$ cat src/sv/frame_parser_crc16_check_defines.svh
// Assertion macros for the frame parser with CRC-16 check.
// No dependencies; included by the top level only.
`ifndef FRAME_PARSER_CRC16_CHECK_DEFINES_SVH
`define FRAME_PARSER_CRC16_CHECK_DEFINES_SVH

// Same-cycle implication, gated by the active-low reset.
`define FPC_ASSERT_NOW(label, clk, rstn, ante, cons, msg) \
    label: assert property (@(posedge clk) disable iff (!(rstn)) (ante) |-> (cons)) \
        else $error(msg);

// Next-cycle implication, gated by the active-low reset.
`define FPC_ASSERT_NEXT(label, clk, rstn, ante, cons, msg) \
    label: assert property (@(posedge clk) disable iff (!(rstn)) (ante) |=> (cons)) \
        else $error(msg);

`endif

$ cat src/sv/fpc16_pkg.sv
// Package for the frame parser with CRC-16 check: constants, result type, CRC byte update.
// No dependencies.
package fpc16_pkg;

    localparam int unsigned CFG_IDX_W = 1;
    localparam int unsigned CFG_DATA_W = 8;

    localparam logic [CFG_IDX_W-1:0] REG_MAGIC_FIRST  = 1'd0;
    localparam logic [CFG_IDX_W-1:0] REG_MAGIC_SECOND = 1'd1;

    localparam logic [15:0] CRC_INIT = 16'hFFFF;
    localparam logic [15:0] CRC_POLY = 16'h1021;

    localparam logic [8:0] POS_MAX   = 9'd511;
    localparam logic [9:0] MIN_FRAME = 10'd6;
    localparam logic [8:0] HDR_LEN   = 9'd4;

    localparam logic KIND_PAYLOAD = 1'b0;
    localparam logic KIND_VERDICT = 1'b1;

    localparam logic [2:0] ST_OK        = 3'd0;
    localparam logic [2:0] ST_SHORT     = 3'd1;
    localparam logic [2:0] ST_BAD_MAGIC = 3'd2;
    localparam logic [2:0] ST_LEN_ERR   = 3'd3;
    localparam logic [2:0] ST_CRC_ERR   = 3'd4;

    typedef struct packed {
        logic       kind;
        logic [7:0] data;
        logic [7:0] index;
        logic [7:0] command;
        logic [7:0] length;
        logic [2:0] status;
    } result_t;

    // CRC-16/CCITT-FALSE, one byte, MSB first
    function automatic logic [15:0] crc_feed(input logic [15:0] crc_in,
                                             input logic [7:0] data_in);
        logic [15:0] c;
        c = crc_in ^ {data_in, 8'h00};
        for (int b = 0; b < 8; b++) begin
            if (c[15]) begin
                c = {c[14:0], 1'b0} ^ CRC_POLY;
            end else begin
                c = {c[14:0], 1'b0};
            end
        end
        return c;
    endfunction

endpackage

$ cat src/sv/frame_parser_crc16_check.sv
// Top level of the frame parser with CRC-16 check.
// Depends on fpc16_pkg and frame_parser_crc16_check_defines.svh.
//
// Receives a frame one byte per beat: magic0, magic1, command, length,
// payload (length bytes) and a big-endian CRC-16/CCITT-FALSE (poly 0x1021,
// init 0xFFFF, no reflection, no final xor) over header and payload. Each
// payload byte comes out as a payload beat with its index; the beat flagged
// s_last_byte instead produces one verdict beat carrying command, length and
// status (0 ok, 1 too short, 2 bad magic, 3 length mismatch, 4 CRC mismatch,
// checked in that order). Header, CRC and surplus bytes produce no beat.
// Throughput is one byte per clock: the byte-wide CRC update and the frame
// checks sit between the frame state registers and the result register, so
// every input beat is taken in the cycle it arrives unless the result side
// is backed up. The result side has an output register plus one skid entry;
// s_ready drops only while the skid entry is occupied. Each result beat is
// registered in the output register or, while that is held, the skid entry.
// Magic registers are written through cfg_we/cfg_index/cfg_wdata and must
// only change between frames while no result is pending.
`include "frame_parser_crc16_check_defines.svh"

module frame_parser_crc16_check (
    input  logic                              aclk,
    input  logic                              aresetn,
    // configuration write port
    input  logic                              cfg_we,
    input  logic [fpc16_pkg::CFG_IDX_W-1:0]   cfg_index,
    input  logic [fpc16_pkg::CFG_DATA_W-1:0]  cfg_wdata,
    // input byte stream
    input  logic                              s_valid,
    output logic                              s_ready,
    input  logic [7:0]                        s_data_byte,
    input  logic                              s_last_byte,
    // result stream
    output logic                              m_valid,
    input  logic                              m_ready,
    output logic                              m_result_kind,
    output logic [7:0]                        m_data_out,
    output logic [7:0]                        m_payload_index,
    output logic [7:0]                        m_command_byte,
    output logic [7:0]                        m_payload_length,
    output logic [2:0]                        m_status
);
    import fpc16_pkg::*;

    // configuration
    logic [7:0]  magic0_reg;
    logic [7:0]  magic1_reg;

    // frame state
    logic [8:0]  pos_reg,  pos_next;
    logic [15:0] crc_reg,  crc_next;   // CRC over all but the two newest bytes
    logic [15:0] rx_reg,   rx_next;    // two newest bytes, newest low
    logic [7:0]  len_reg,  len_next;
    logic [7:0]  cmd_reg,  cmd_next;
    logic        mm_reg,   mm_next;

    // result path
    result_t     out_reg;
    logic        out_valid_reg;
    result_t     skid_reg;
    logic        skid_valid_reg;

    logic        accept;
    logic        take;
    logic        push;

    // per-beat intermediate values
    logic        mm_upd;
    logic [7:0]  len_upd;
    logic [7:0]  cmd_upd;
    logic [15:0] crc_upd;
    logic [15:0] rx_upd;
    logic [9:0]  total;
    logic [8:0]  pay_off;
    logic        in_payload;
    logic [2:0]  verdict_st;
    result_t     res;
    logic        res_valid;

    assign s_ready = !skid_valid_reg;
    assign accept  = s_valid && s_ready;
    assign take    = out_valid_reg && m_ready;
    assign push    = accept && res_valid;

    // ---------------------------------------------------------------
    // Configuration writes
    // ---------------------------------------------------------------
    always_ff @(posedge aclk) begin
        if (!aresetn) begin
            magic0_reg <= '0;
            magic1_reg <= '0;
        end else if (cfg_we) begin
            case (cfg_index)
                REG_MAGIC_FIRST:  magic0_reg <= cfg_wdata;
                REG_MAGIC_SECOND: magic1_reg <= cfg_wdata;
                default: ;
            endcase
        end
    end

    // ---------------------------------------------------------------
    // Per-byte frame logic
    // ---------------------------------------------------------------
    always_comb begin
        // header capture and magic compare
        mm_upd  = mm_reg
                  | ((pos_reg == 9'd0) && (s_data_byte != magic0_reg))
                  | ((pos_reg == 9'd1) && (s_data_byte != magic1_reg));
        cmd_upd = (pos_reg == 9'd2) ? s_data_byte : cmd_reg;
        len_upd = (pos_reg == 9'd3) ? s_data_byte : len_reg;

        // two-byte delay: the byte two places back enters the CRC, so the
        // trailing CRC field is never fed and sits in rx at frame end
        crc_upd = (pos_reg >= 9'd2) ? crc_feed(crc_reg, rx_reg[15:8]) : crc_reg;
        rx_upd  = {rx_reg[7:0], s_data_byte};

        total      = {1'b0, pos_reg} + 10'd1;
        pay_off    = pos_reg - HDR_LEN;
        in_payload = (pos_reg >= HDR_LEN) && (pay_off < {1'b0, len_upd});

        if (total < MIN_FRAME) begin
            verdict_st = ST_SHORT;
        end else if (mm_upd) begin
            verdict_st = ST_BAD_MAGIC;
        end else if (total != ({2'b00, len_upd} + MIN_FRAME)) begin
            verdict_st = ST_LEN_ERR;
        end else if (crc_upd != rx_upd) begin
            verdict_st = ST_CRC_ERR;
        end else begin
            verdict_st = ST_OK;
        end

        // result beat; unused fields are zero
        res = '0;
        if (s_last_byte) begin
            res.kind    = KIND_VERDICT;
            res.command = cmd_upd;
            res.length  = len_upd;
            res.status  = verdict_st;
        end else begin
            res.kind  = KIND_PAYLOAD;
            res.data  = s_data_byte;
            res.index = pay_off[7:0];
        end
        // last byte inside the payload gives only the verdict
        res_valid = s_last_byte || in_payload;

        // next frame state
        pos_next = pos_reg;
        crc_next = crc_reg;
        rx_next  = rx_reg;
        len_next = len_reg;
        cmd_next = cmd_reg;
        mm_next  = mm_reg;
        if (accept) begin
            if (s_last_byte) begin
                pos_next = '0;
                crc_next = CRC_INIT;
                rx_next  = '0;
                len_next = '0;
                cmd_next = '0;
                mm_next  = 1'b0;
            end else begin
                // counter saturates so overlong frames end in a length error
                pos_next = (pos_reg == POS_MAX) ? pos_reg : pos_reg + 9'd1;
                crc_next = crc_upd;
                rx_next  = rx_upd;
                len_next = len_upd;
                cmd_next = cmd_upd;
                mm_next  = mm_upd;
            end
        end
    end

    always_ff @(posedge aclk) begin
        if (!aresetn) begin
            pos_reg <= '0;
            crc_reg <= CRC_INIT;
            rx_reg  <= '0;
            len_reg <= '0;
            cmd_reg <= '0;
            mm_reg  <= 1'b0;
        end else begin
            pos_reg <= pos_next;
            crc_reg <= crc_next;
            rx_reg  <= rx_next;
            len_reg <= len_next;
            cmd_reg <= cmd_next;
            mm_reg  <= mm_next;
        end
    end

    // ---------------------------------------------------------------
    // Output register with one skid entry. A new result goes to the
    // output register when it is free or being drained, else to skid.
    // ---------------------------------------------------------------
    always_ff @(posedge aclk) begin
        if (!aresetn) begin
            out_valid_reg  <= 1'b0;
            skid_valid_reg <= 1'b0;
        end else begin
            if (!out_valid_reg || take) begin
                if (skid_valid_reg) begin
                    out_reg        <= skid_reg;
                    out_valid_reg  <= 1'b1;
                    skid_valid_reg <= 1'b0;
                end else begin
                    out_valid_reg <= push;
                    if (push) begin
                        out_reg <= res;
                    end
                end
            end else if (push) begin
                skid_reg       <= res;
                skid_valid_reg <= 1'b1;
            end
        end
    end

    assign m_valid          = out_valid_reg;
    assign m_result_kind    = out_reg.kind;
    assign m_data_out       = out_reg.data;
    assign m_payload_index  = out_reg.index;
    assign m_command_byte   = out_reg.command;
    assign m_payload_length = out_reg.length;
    assign m_status         = out_reg.status;

    // ---------------------------------------------------------------
    // Assertions
    // ---------------------------------------------------------------
    `FPC_ASSERT_NOW(a_skid_behind_out, aclk, aresetn, skid_valid_reg, out_valid_reg,
        "skid entry occupied while output register empty")
    `FPC_ASSERT_NEXT(a_frame_cleared, aclk, aresetn, accept && s_last_byte,
        (pos_reg == 9'd0) && (crc_reg == CRC_INIT) && !mm_reg,
        "frame state not cleared after last byte")
    `FPC_ASSERT_NEXT(a_pos_saturates, aclk, aresetn,
        accept && !s_last_byte && (pos_reg == POS_MAX), pos_reg == POS_MAX,
        "byte counter wrapped")

endmodule

$ cat config.mk
export PLATFORM = sky130hd
export DESIGN_NAME = frame_parser_crc16_check
export DESIGN_NICKNAME = d
export VERILOG_FILES = /design/src/sv/fpc16_pkg.sv /design/src/sv/frame_parser_crc16_check.sv
export VERILOG_INCLUDE_DIRS = /design/src /design/src/sv
export SDC_FILE = /design/constraint.sdc
export NUM_CORES = 1
export LEC_CHECK = 0
export ABC_AREA = 1
export BUFFER_PORTS_ARGS = -buffer_cell sky130_fd_sc_hd__buf_2
export CAP_MARGIN = 25
export CORE_MARGIN = 3
export CORE_UTILIZATION = 55
export DETAILED_ROUTE_END_ITERATION = 12
export HOLD_SLACK_MARGIN = 0.06
export PLACE_DENSITY_LB_ADDON = 0.12
export SLEW_MARGIN = 0
export SYNTH_ARGS = -nofsm -noshare
export SYNTH_HDL_FRONTEND = slang
export SYNTH_SLANG_ARGS = --single-unit
$ cat constraint.sdc
create_clock -name aclk -period 5.8 [get_ports aclk]
set_input_delay 0.29 -clock aclk [delete_from_list [all_inputs] [get_ports aclk]]
set_output_delay 0.29 -clock aclk [all_outputs]
set_load 0.1 [all_outputs]
* Word level (Yosys, flattened, before mapping)
Index checks and enable logic that the tools add are counted.
Storage, ports and cells: register bits 148, bits of input ports 23, output and inout bits 38
Operators by class: add/sub/neg operators 4, $lt $le $gt $ge 4, equality and inequality tests 9, mux-type cells 28, bitwise gates (word level) 14, reductions and logical operators 18
Operators by type and width (count):
- $mux W13 | 8
- $mux W36 | 2
- $mux W16 | 4
- $mux W8 | 4
- $not A3 Y3 | 8
- $mux W19 | 1
- $eq A9 B2 Y1 const B | 2
- $mux W9 | 2
- $ne A16 B16 Y1 | 1
- $ne A8 B8 Y1 | 2
- $xor A16 B16 Y16 | 1
- $mux W3 | 4
- $add A9 B1 Y10 const B | 1
- $lt A10 B3 Y1 const B | 1
- $ne A10 B9 Y1 | 1
- $add A8 B3 Y9 const B | 1
- $add A9 B1 Y9 const B | 1
- $eq A9 B1 Y1 const B | 1
- $eq A9 B9 Y1 const B | 1
- $ge A9 B2 Y1 const B | 1
- $ge A9 B3 Y1 const B | 1
- $logic_not A9 Y1 | 1
- $lt A9 B8 Y1 | 1
- $sub A9 B3 Y9 const B | 1
- 11 further kinds | 26

* Logic depth before layout (Yosys ltp)
Gate-level depths: netlist of run 1.
depth after elaboration 26, gate-level depth with buffers 26

* Worst setup path before layout of run 1
No wires, ideal clock.
path type register to register, start register pos_reg[2], end register out_reg (netlist bit m_command_byte[0]) (enable), arrival time 4.078 ns, path slack 1.293 ns, cell stages (with the launch flop) 27, path buffers 2, path through dfxtp_1 > buf_2 > inv_1 > ha_1 > nand3_4 > nor2_8 > buf_8 > nand2_2 > o21ai_4 > inv_1 > ha_1 > nand2_1 > o21bai_1 > inv_1 > nand2_1 > nand2_1 > nand2_1 > nand2_1 > nand2_1 > nand2_1 > nand2_1 > nand2_1 > nand2_1 > nand2_1 > nand2_1 > nand2_1 > nor2_1
On the way: cells in the longest elaborated chain, start to end 8, elaborated cells between the ends (all ways) 10, those cells by class add/sub (1); order compare (2); eq/ne (1); mux (1); reduce/logical (5)
Ends and longest elaborated chain:
- from (decl) | line frame_parser_crc16_check.sv:50 | logic [8:0] pos_reg, pos_next;
- from (signal assigned) | line frame_parser_crc16_check.sv:184 | pos_reg <= pos_next;
- branches (longest 3 deep; another with $sub A9 B3 Y9)
- $logic_and A1 B1 Y1 (*) | line frame_parser_crc16_check.sv:119 | in_payload = (pos_reg >= HDR_LEN) && (pay_off < {1'b0, len_upd});
- $logic_or A1 B1 Y1 (*) | line frame_parser_crc16_check.sv:146 | res_valid = s_last_byte || in_payload;
- $logic_and A1 B1 Y1 (*) | line frame_parser_crc16_check.sv:83 | assign push = accept && res_valid;
- $reduce_bool A2 Y1 (no line) (*)
- $reduce_and A3 Y1 (no line) (*)
- to (signal assigned) | line frame_parser_crc16_check.sv:204 | out_reg <= skid_reg;
- to (signal assigned) | line frame_parser_crc16_check.sv:210 | out_reg <= res;
- to (decl) | line frame_parser_crc16_check.sv:58 | result_t out_reg;
Mark *: on every way between the ends. A chain may end at the register's enable or synchronous reset.

* Final worst setup path of run 1
start register pos_reg[2], end register skid_reg[20] (netlist bit) (enable)
On the way: cells in the longest elaborated chain, start to end 7, elaborated cells between the ends (all ways) 9, those cells by class add/sub (1); order compare (2); eq/ne (1); mux (1); reduce/logical (4)
Ends and longest elaborated chain:
- branches (longest 3 deep; another with $sub A9 B3 Y9)
- $logic_and A1 B1 Y1 (*) | line frame_parser_crc16_check.sv:119
- $logic_or A1 B1 Y1 (*) | line frame_parser_crc16_check.sv:146
- $logic_and A1 B1 Y1 (*) | line frame_parser_crc16_check.sv:83
- $reduce_and A3 Y1 (no line) (*)
- to (signal assigned) | line frame_parser_crc16_check.sv:214 | skid_reg <= res;
- to (decl) | line frame_parser_crc16_check.sv:60 | result_t skid_reg;
Marked as above.

==> out/qor.yml, run 1 <==
status:
  outcome: "finished clean"
sta:
  finalClockSkew_ns: 0.007380
  hold_ws_ns: 0.1046
  fin_setup_tns_ns: 0
  worst_pin_slew_ns: 0.9734
  final_max_slew_viol_count: 0
  timing.final.crit_share: 0.7215
  clock.fmax_ghz: 0.2390
  period_needed_ns: 4.185
  rsz0062_at_grt: "false"
  finalHoldViolations: 0
  finalSetupViolations: 0
  maxSlewHeadroom: 0.3486
  fin_ws_ns: 1.615
route:
  via_count: 7092
  drt_pass1_iterations: 5
  wire_per_inst_um: 15.03
  drt-total-wl_mm: 19.95
  drtIter0Drc: 738
  drc: 0
  ant_nets: 0
  avgViaCountPerCell: 5.340
final_layout:
  antenna_cells: 0
  final_cells: 1328
  areaGrowthSynthToFinish_pct: 12.69
  layout-drive-gt1-share: 0.1124
  ff_latch_area_um2: 3684
  final_core_util: 0.6377
  final_nets: 1175
  largest_reg_flops: 36
  num-fill-cells: 1298
  multi_input_area_um2: 3646
clock_tree:
  cts_root_buf: "clkbuf_16"
  cts_resized: 0
  clk_pin_slew_ns: 0.06
  insertion_delay_ns: 0.43
  cts_max_level: 4
  cts_tree: "yes"
  post_cts_buffers: 0
  postCtsHoldBufs: 0
  cts_max_path_buffers: 2
  clock_sinks: 148
  numCtsBuffers: 17
setup_path:
  crit_path_start_kind: "flop"
  cp_data_arrival_time_ns: 4.29
  crit_path_max_fanout: 20
  cp-end-kind: "flop"
  worstPathRequired_ns: 5.90
  timing_worst_setup_path_type: "reg2reg"
placed_design:
  place_congestion: 0.8981
  pre_cts_slack_ns: 1.668
  dpl.hpwl_mm: 14.00
  io_buffers: 60
  placedCellCount: 1297
yosys:
  ys_ff_latch: 148
  syn_inst: 1088
  synth_cell_type_count: 41
  yosys-top-cells-count: "nand2_1 (406), inv_1 (108), nor2_1 (106)"
  synth.net_count: 1127
  yosysTopAreaCell: "edfxtp_1"
  synth_edf_count: 72
  netlist_area_um2: 7915
  yosysSeqAreaShare: 0.4654
  synth_ff_type: "dfxtp_1"
  yosys.cell_count.top_type: "nand2_1"
  yosys.area.top_type_share: 0.2732
  async_flop_share: 0
  ys_warn_count: 0
  avgSynthCellArea_um2: 7.275
  synth.area.top_cells: "edfxtp_1 (27%), nand2_1 (19%), dfxtp_1 (19%)"
power:
  vdd_ir_drop_max_uv: 142.9
  cellLeakagePower_nw: 4.025
  power.density_nw_per_um2: 281.4
floorplan:
  initial_core_util: 0.5658
  die_y_um: 126.0
  die-area_um2: 15870
  top_level_ports: 61
  dieWidth_um: 126.0
  rows: 43
  core_um2: 13990
global_route:
  overflow: 0
  grt_pass1_wl_mm: 32.90
  grt_pass1_vias: 6481
  grt_start_max_net_pins: 46
  antenna_found_initial: 0
  track_usage: 0.2593
hold_path:
  hp-class: "in2reg"
flow_run:
  cap_violations: 0
-- routing by layer --
metal	vias to the layer above	track usage	part of all wire
met2	245	0.3972	0.44
met1	3259	0.3780	0.46
met3	18	0.05174	0.079
li1	3570	-	-
met4	0	0.07066	0.012
met5	-	0	0
-- where the power goes --
group	leakage [nW]	switching (mW)	total [mW]	internal, mW
clock network	0.273	0.436	1.11	0.672
registers	1.28	0.0157	1.14	1.12
logic	2.47	0.201	0.266	0.0645
total	4.02	0.653	2.51	1.86
-- critical path, cell delays in order (launching register included) --
cell and delay (ns):
dfxtp_1 0.40, inv_1 0.16, ha_1 0.30, nand3_4 0.18, nor2_8 0.26, nand2_2 0.09
o21ai_4 0.11, inv_1 0.15, ha_1 0.33, nand2_1 0.07, o21bai_1 0.10, inv_1 0.05
nand2_1 0.07, nand2_1 0.05, nand2_1 0.05, nand2_1 0.04, nand2_1 0.05, nand2_1 0.04
nand2_1 0.05, nand2_1 0.05, nand2_1 0.06, nand2_1 0.11, nor2_2 0.68, buf_4 0.40
-- cells in the final DEF (no fill, tap or decap), types with 2 or more instances in the layout --
cell type and n:
o211ai_1 4, clkinv_1 5, clkbuf_16 17, a21oi_1 59, o21ai_0 50, nand2_2 12, clkinv_4 2, buf_4 5
nor2_1 103, nor2_2 4, xnor2_1 10, clkinvlp_4 4, o21bai_1 5, buf_2 60, nand4_1 6, dfxtp_1 76
o22ai_1 3, inv_1 108, bufinv_16 3, ha_1 16, o21ai_1 2, nor3_1 4, xor2_1 9, inv_2 6
or2_2 4, edfxtp_1 72, nand3_1 72, nor2_4 3, nand2_1 406, nor4_1 3
-- kinds of logic (layout without fill, tap and decap cells) --
family	Yosys count	after routing	synth area share
xor+xnor	19	19	0.02102
compound gates	130	130	0.08932
buf+inv	153	213	0.07556
flops	148	148	0.4654
fa+ha+maj	16	16	0.02529
simple gates	622	622	0.3234
-- worst paths after layout --
kind	startpoint	to	slack [ns]	cells past startpoint
max	pos_reg[2]	skid_reg[20]	1.62	23
min	cfg_wdata[1]	magic0_reg[1]	0.10	3
max reg2reg	pos_reg[2]	skid_reg[20]	1.62	23
min reg2reg	len_reg[5]	len_reg[5]	0.46	2
-- through the flow --
stage / area (um^2) / total power, mW
finish: 8920 / 2.510
global route: 8920 / 2.603
CTS: 8920 / 2.516
detailed placement: 8332 / 1.421
global placement: 8332 / 1.418
floorplan: 7915 / 1.352
-- cell type report --
type / instances / area share
Tap cell: 180 / 0.02525
Sequential cell: 148 / 0.4130
Timing Repair Buffer: 65 / 0.03787
Inverter: 117 / 0.04924
Multi-Input combinational cell: 787 / 0.4088
Clock inverter: 13 / 0.01781
Clock buffer: 18 / 0.04811
Power figures use the tool's default switching activity.
==> run 2, diff against run 1 <==
==> constraint.sdc (replaced) <==
create_clock -name aclk -period 3.6 [get_ports aclk]
set_input_delay 0.18 -clock aclk [delete_from_list [all_inputs] [get_ports aclk]]
set_output_delay 0.18 -clock aclk [all_outputs]
set_load 0.1 [all_outputs]
==> out/qor.yml, run 2 (synthesis results as in run 1) <==
global_route:
  track_usage: 0.2628
  overflow: 0
  antenna_found_initial: 0
  grt_pass1_vias: 6610
  grt_start_max_net_pins: 45
  grt_pass1_wl_mm: 33.31
setup_path:
  cp_data_arrival_time_ns: 3.53
  timing_worst_setup_path_type: "reg2reg"
  crit_path_max_fanout: 18
  worstPathRequired_ns: 3.73
  r2r_slack_ns: 0.20
  crit_path_start_kind: "flop"
  cp-end-kind: "flop"
floorplan:
  rows: 43
  dieWidth_um: 126.0
  top_level_ports: 61
  die-area_um2: 15870
  initial_core_util: 0.5658
  core_um2: 13990
  die_y_um: 126.0
route:
  drt-total-wl_mm: 20.66
  ant_nets: 0
  wire_per_inst_um: 15.23
  drtIter0Drc: 660
  drc: 0
  avgViaCountPerCell: 5.391
  drt_pass1_iterations: 6
  via_count: 7315
placed_design:
  dpl.hpwl_mm: 14.39
  io_buffers: 60
  dpl-instance-area_um2: 8482
  place_congestion: 0.9113
  placedCellCount: 1313
  pre_cts_slack_ns: 0.1781
final_layout:
  final_area_um2: 9230
  final_cells: 1357
  final_nets: 1203
  final_core_util: 0.6598
  final_cell_mix: "nand2_1 (406), inv_1 (108), nor2_1 (103)"
  layout-drive-gt1-share: 0.1283
  largest_reg_flops: 36
  layout_commonest_cell: "nand2_1"
  areaGrowthSynthToFinish_pct: 16.61
  antenna_cells: 0
sta:
  final_max_slew_viol_count: 0
  fin_ws_ns: 0.1991
  fin_setup_tns_ns: 0
  worst_pin_slew_ns: 0.9884
  finalClockSkew_ns: 0.009667
  finalHoldViolations: 0
  timing.final.crit_share: 0.9447
  period_needed_ns: 3.401
  hold_ws_ns: 0.1454
  finalSetupViolations: 0
  maxSlewHeadroom: 0.3360
  clock.fmax_ghz: 0.2940
clock_tree:
  numCtsBuffers: 17
  cts_root_buf: "clkbuf_16"
  cts_tree: "yes"
  insertion_delay_ns: 0.43
  clock_sinks: 148
  cts_max_path_buffers: 2
  cts_max_level: 4
  clk_pin_slew_ns: 0.06
status:
  outcome: "finished clean"
flow_run:
  cap_violations: 0
power:
  vdd_ir_drop_max_uv: 305.1
  power_mw: 4.124
  power.density_nw_per_um2: 446.9
  cellLeakagePower_nw: 4.190
hold_path:
  hp-class: "in2reg"
## run 2: final timing paths
path                                  from            end  depth (start not counted)
worst max-delay path            pos_reg[1]  m_data_out[7]                         24
worst min-delay path               aresetn     crc_reg[9]                          2
worst max register to register  pos_reg[1]  m_data_out[7]                         24
worst min register to register  len_reg[0]     len_reg[0]                          2
## run 2: layout make-up
class,instances,area [um^2]
inverter,117,439.2
tap,180,225.2
fill,1245,4758
clock inverter,13,175.2
timing repair buffer,93,610.6
clock buffer,19,432.9
multi-input combinational,787,3664
sequential,148,3684
## run 2: repair_timing
| action | CTS | global route |
|---|---|---|
| hold buffers | 8 | 0 |
| hold endpoints to repair | 16 | 0 |
| resized for setup | 0 | 2 |
| setup buffers | 0 | 3 |
| setup endpoints to repair | 0 | 72 |
## run 2: routing by layer
layer | vias up | GRT usage | share of wire
met5 | - | 0 | 0
met4 | 0 | 0.08328 | 0.018
met3 | 30 | 0.04580 | 0.086
met2 | 320 | 0.3969 | 0.44
met1 | 3331 | 0.3871 | 0.45
li1 | 3634 | - | -
## run 2: where the power goes
group	switching (mW)	total, mW	internal, mW	leakage [nW]
Clock	0.738	1.84	1.10	0.290
Combinational	0.331	0.451	0.120	2.62
Sequential	0.0249	1.83	1.81	1.28
Total	1.09	4.12	3.03	4.19
## run 2: critical path: stages (launching register included)
cell and delay (ns):
dfxtp_1 0.45, ha_1 0.26, nand3_4 0.15, nor2_8 0.19, nand2_2 0.09, o21ai_4 0.11
inv_1 0.12, ha_1 0.32, nand2_1 0.07, o21bai_1 0.09, inv_1 0.05, nand2_1 0.06
nand2_1 0.07, nand2_1 0.06, nand2_1 0.05, nand2_1 0.05, nand2_1 0.04, nand2_1 0.05
nand2_1 0.05, nand2_1 0.08, nand2_1 0.08, nand2_1 0.09, nand2_1 0.10, nor2_4 0.19
clkbuf_16 0.22
